## src/rtl/time_ordered_entry_list_unit_macros.svh

```systemverilog
// assertion macros for the time ordered entry list unit
`ifndef TIME_ORDERED_ENTRY_LIST_UNIT_MACROS_SVH
`define TIME_ORDERED_ENTRY_LIST_UNIT_MACROS_SVH
`ifndef SYNTHESIS
// same-cycle implication
`define TOL_ASSERT_IMP(lbl, ante, cons, msg) \
  lbl: assert property (@(posedge clk) disable iff (!rst_n) (ante) |-> (cons)) \
    else $error(msg);
// next-cycle implication
`define TOL_ASSERT_NXT(lbl, ante, cons, msg) \
  lbl: assert property (@(posedge clk) disable iff (!rst_n) (ante) |=> (cons)) \
    else $error(msg);
`else
`define TOL_ASSERT_IMP(lbl, ante, cons, msg)
`define TOL_ASSERT_NXT(lbl, ante, cons, msg)
`endif
`endif

```

## src/rtl/tol_pkg.sv

```systemverilog
// shared types and constants for the time ordered entry list unit
package tol_pkg;

  localparam int MAX_ENTRIES = 64;
  localparam int IDX_W       = 6;
  localparam int CNT_W       = 7;
  localparam int TIME_W      = 32;

  localparam logic [CNT_W-1:0] NO_NEIGHBOUR = CNT_W'(MAX_ENTRIES);
  localparam logic [CNT_W-1:0] MIN_IN_USE   = CNT_W'(1);

  // command codes
  localparam logic CMD_UPDATE = 1'b0;
  localparam logic CMD_CLEAR  = 1'b1;

  // status codes
  localparam logic [1:0] STATUS_OK        = 2'd0;
  localparam logic [1:0] STATUS_BAD_INDEX = 2'd1;
  localparam logic [1:0] STATUS_BACKWARDS = 2'd2;

  typedef enum logic [2:0] {
    S_IDLE,
    S_SEARCH,
    S_SHIFT,
    S_CLEAR,
    S_REPORT
  } tol_state_t;

  // control strobes from the sequencer
  typedef struct packed {
    logic capture;
    logic shift;
    logic clear;
    logic report;
  } tol_ctl_t;

  // contents of one rank of the list
  typedef struct packed {
    logic [IDX_W-1:0]  id;
    logic [TIME_W-1:0] stamp;
    logic              seen;
  } tol_cell_data_t;

endpackage

```

## src/rtl/tol_ctrl.sv

```systemverilog
// command sequencer: search and shift, or clear, then report; a bad index goes straight to report
module tol_ctrl (
  input  logic              clk,
  input  logic              rst_n,
  input  logic              start,
  input  logic              command,
  input  logic              bad_index,
  input  logic              back_any,
  output logic              busy,
  output tol_pkg::tol_ctl_t ctl
);

  tol_pkg::tol_state_t state_r, state_nxt;

  // next state
  always_comb begin
    state_nxt = state_r;
    case (state_r)
      tol_pkg::S_IDLE: begin
        if (start) begin
          if (command == tol_pkg::CMD_CLEAR) begin
            state_nxt = tol_pkg::S_CLEAR;
          end else if (bad_index) begin
            state_nxt = tol_pkg::S_REPORT;
          end else begin
            state_nxt = tol_pkg::S_SEARCH;
          end
        end
      end
      tol_pkg::S_SEARCH: state_nxt = tol_pkg::S_SHIFT;
      tol_pkg::S_SHIFT:  state_nxt = tol_pkg::S_REPORT;
      tol_pkg::S_CLEAR:  state_nxt = tol_pkg::S_REPORT;
      tol_pkg::S_REPORT: state_nxt = tol_pkg::S_IDLE;
      default:           state_nxt = tol_pkg::S_IDLE;
    endcase
  end

  // outputs
  always_comb begin
    busy        = 1'b1;
    ctl.capture = 1'b0;
    ctl.shift   = 1'b0;
    ctl.clear   = 1'b0;
    ctl.report  = 1'b0;
    case (state_r)
      tol_pkg::S_IDLE:   busy = 1'b0;
      tol_pkg::S_SEARCH: ctl.capture = 1'b1;
      tol_pkg::S_SHIFT:  ctl.shift = !back_any;
      tol_pkg::S_CLEAR:  ctl.clear = 1'b1;
      tol_pkg::S_REPORT: ctl.report = 1'b1;
      default:           busy = 1'b1;
    endcase
  end

  // state register
  always_ff @(posedge clk) begin
    if (!rst_n) begin
      state_r <= tol_pkg::S_IDLE;
    end else begin
      state_r <= state_nxt;
    end
  end

endmodule

```

## config.mk

```make
export PLATFORM = sky130hd
export DESIGN_NAME = tol_ctrl
export DESIGN_NICKNAME = d
export VERILOG_FILES = /design/src/rtl/time_ordered_entry_list_unit_macros.svh /design/src/rtl/tol_pkg.sv /design/src/rtl/tol_ctrl.sv
export SDC_FILE = /design/constraint.sdc
export NUM_CORES = 1
export LEC_CHECK = 0
export BUFFER_PORTS_ARGS = -buffer_cell sky130_fd_sc_hd__buf_2
export CORE_AREA = 2 2 39 41
export DETAILED_ROUTE_END_ITERATION = 7
export DIE_AREA = 0 0 41 43
export GPL_TIMING_DRIVEN = 0
export PLACE_DENSITY = 0.3
export SETUP_SLACK_MARGIN = 0.1
export SLEW_MARGIN = 40
export SYNTH_ARGS = -nofsm -noshare
export SYNTH_HDL_FRONTEND = slang
export SYNTH_SLANG_ARGS = --single-unit
export TNS_END_PERCENT = 20
```

## constraint.sdc

```tcl
create_clock -name clk -period 1.1 [get_ports clk]
set_input_delay 0.055 -clock clk [delete_from_list [all_inputs] [get_ports clk]]
set_output_delay 0.055 -clock clk [all_outputs]
set_load 0.005 [all_outputs]
```

==> flow_summary.json <==
{
  "hpwl_reported_at_the_end_of_detailed_placement_um": 282,
  "setup-violations-final": 0,
  "maxSlewViolCount": 0,
  "worst_slew_pin_slew_ps": 304,
  "grt_start_max_net_pins": 9,
  "distinct_cell_type_count_of_the_synthesized_netlist": 14,
  "clockBufferDepth": 2,
  "synth-adder-area-share": 0,
  "type_of_the_worst_setup_path": "reg2out",
  "htree_levels": 1,
  "grt_antenna_before_repair": 0,
  "ys_warn_count": 0,
  "rsz0062_at_grt": "true",
  "number_of_global_route_vias_before_repair": 146,
  "synth-seq-area-share": 0.378,
  "ir_worst_vdd_mv": 0.858,
  "die_area_sq_mm": 0.00176,
  "clock_tree_from_tritoncts": "yes",
  "global_route.usage.total": 0.0541,
  "avgRoutedWirePerCell_um": 8.48,
  "synth-xor-area-share": 0,
  "post_cts_hold_buffer_count": 0,
  "post-place-cells": 42,
  "r2r_setup_slk_ps": 6,
  "clkTransAtPathRegs_ps": 40,
  "netlist_instances": 16,
  "p_leak_nw": 0.131,
  "drt_iter0_markers": 1,
  "relSlewSlack": 0.794,
  "timing.critical_path.from_type": "flip-flop",
  "insertion_delay_ps": 230,
  "total_wirelength_um": 390,
  "fin_nets": 37,
  "finalCriticalPeriod_ps": 1090,
  "gp_congestion": 0.625,
  "insertedDiodeCount": 0,
  "synth_top_family_by_area": "simple AND/OR/NAND/NOR gates",
  "hold_crit_class": "in2reg",
  "cap_violations": 0,
  "synthesis.nets": 22,
  "critical-path-max-stage-delay_ps": 350,
  "layout.filler_cells": 160,
  "route.detailed.vias_per_inst": 3.80,
  "crit_arrival_ps": 1040,
  "syn-mean-instance-area_sq_um": 9.93,
  "biggestRegsByFlops": "state_r x3",
  "worst_path_max_delay_cell": "or3_1",
  "fin_ws_ps": 5.96,
  "synth.ff_latch_count": 3,
  "clockRootBuffer": "clkbuf_4",
  "die_height_um": 43,
  "cts-buffers-inserted": 3,
  "ioPinCount": 11,
  "status": "complete, no violations",
  "power.density_cell_area_mw_per_mm2": 1410,
  "globalRoute.totalOverflow": 0,
  "tritoncts_num_sinks": 3,
  "synth_area_in_compound_gates": 0.0945,
  "flow.area_growth_from_synthesis_pct": 66.9,
  "rows": 14,
  "route.vias.total": 175,
  "dp_slack_ps": 51.1,
  "die-width_um": 41,
  "dr.pass1.iters": 2,
  "floorplan.initialDensity": 0.115,
  "crit_path_end_kind": "primary output",
  "max_reg_flops": 3,
  "final-instance-count-excl-fill": 46,
  "final.period_utilization": 0.995,
  "syn-cell-area_sq_um": 159,
  "remaining_drc_errors": 0,
  "worst-path-max-fanout": 5,
  "top_reg_by_flops": "state_r",
  "critPathRequiredTime_ps": 1040,
  "wire_length_of_the_first_global_routing_pass_um": 572,
  "achievable-frequency_ghz": 0.914,
  "synth_simple_gate_area_share": 0.504,
  "report.power.total_mw": 0.375,
  "final.setup_skew_ps": 1.06,
  "critical_path.cell_chain": "or3_1 -> buf_2",
  "drive_gt1_frac": 0.633,
  "yosys-mux-area-fraction": 0,
  "coreArea_sq_mm": 0.00138,
  "antenna_violating_nets_remaining": 0,
  "port_buffers": 10,
  "final-hold-violation-count": 0
}
layout by cell type (no fill, tap or decap), types with 2 or more instances in the layout:
| master | instances |
|---|---|
| dfxtp_2 | 3 |
| buf_2 | 10 |
| nor4b_2 | 2 |
| clkbuf_4 | 3 |
cell families (layout without fill, tap and decap cells):
kind of cell	Yosys count	after routing
compound gates	2	2
simple gates	10	10
flops	3	3
buf+inv	1	15
report_power, final:
| part | switching, mW | internal (mW) | leakage, nW |
|---|---|---|---|
| Combinational | 0.0202 | 0.0342 | 0.0903 |
| Sequential | 0.0123 | 0.118 | 0.0258 |
| Clock | 0.0543 | 0.136 | 0.0150 |
| Total | 0.0869 | 0.288 | 0.131 |
Yosys cell counts (all sizes together):
| library cell | count | area (sq um) |
|---|---|---|
| a21oi | 1 | 5.00 |
| and3 | 1 | 6.26 |
| dfxtp | 3 | 60.1 |
| inv | 1 | 3.75 |
| nor2 | 1 | 3.75 |
| nor2b | 1 | 6.26 |
| nor3 | 1 | 5.00 |
| nor3b | 1 | 7.51 |
| nor4b | 2 | 23.8 |
| nor4bb | 1 | 10.0 |
| o211a | 1 | 10.0 |
| or3 | 1 | 6.26 |
| or3b | 1 | 11.3 |
metrics by stage:
stage / instance area (sq um) / utilization / setup TNS, ps / hold slack, ps
3_3_place_gp: 229 / 0.165 / 0 / 305
4_1_cts: 265 / 0.192 / -5.81 / 68.5
3_5_place_dp: 229 / 0.165 / 0 / 311
5_1_grt: 265 / 0.192 / -92.1 / 79.8
2_1_floorplan: 159 / - / 0 / 144
6_report: 265 / 0.192 / 0 / 83.9
what timing repair did:
action                     in CTS  in global routing
setup endpoints to repair       6                  6
pin swaps                       2                  1
gates resized for setup         4                  0
buffers inserted                0                  0
hold endpoints to repair        0                  0
per-layer routing:
| metal | track usage | vias to the layer above | wire, um |
|---|---|---|---|
| met1 | 0.0671 | 73 | 199 |
| met3 | 0.0628 | 0 | 69 |
| li1 | - | 89 | - |
| met4 | 0.0200 | 0 | 0 |
| met2 | 0.0563 | 13 | 121 |
| met5 | 0 | - | 0 |
worst max-delay path: cells and delay by family (launching register included):
kind          cells  cell delay [ps]
buf+inv           1              130
flops             1              330
simple gates      1              350
final timing paths:
kind / from / to / cells past startpoint
setup / recovery: state_r[2]$_SDFFE_PN0P_ / busy / 2
hold / removal: start / state_r[1]$_SDFFE_PN0P_ / 3
setup reg to reg: state_r[1]$_SDFFE_PN0P_ / state_r[0]$_SDFFE_PN0P_ / 2
hold reg to reg: state_r[0]$_SDFFE_PN0P_ / state_r[0]$_SDFFE_PN0P_ / 1
area by class of cell:
class | instances | area (sq um) | share of cell area
Multi-Input combinational cell | 12 | 101 | 0.382
Sequential cell | 3 | 63.8 | 0.241
Timing Repair Buffer | 10 | 50.0 | 0.189
Clock buffer | 4 | 26.3 | 0.0991
Tap cell | 16 | 20.0 | 0.0755
Inverter | 1 | 3.75 | 0.0142
(Power assumes the default switching activity.)
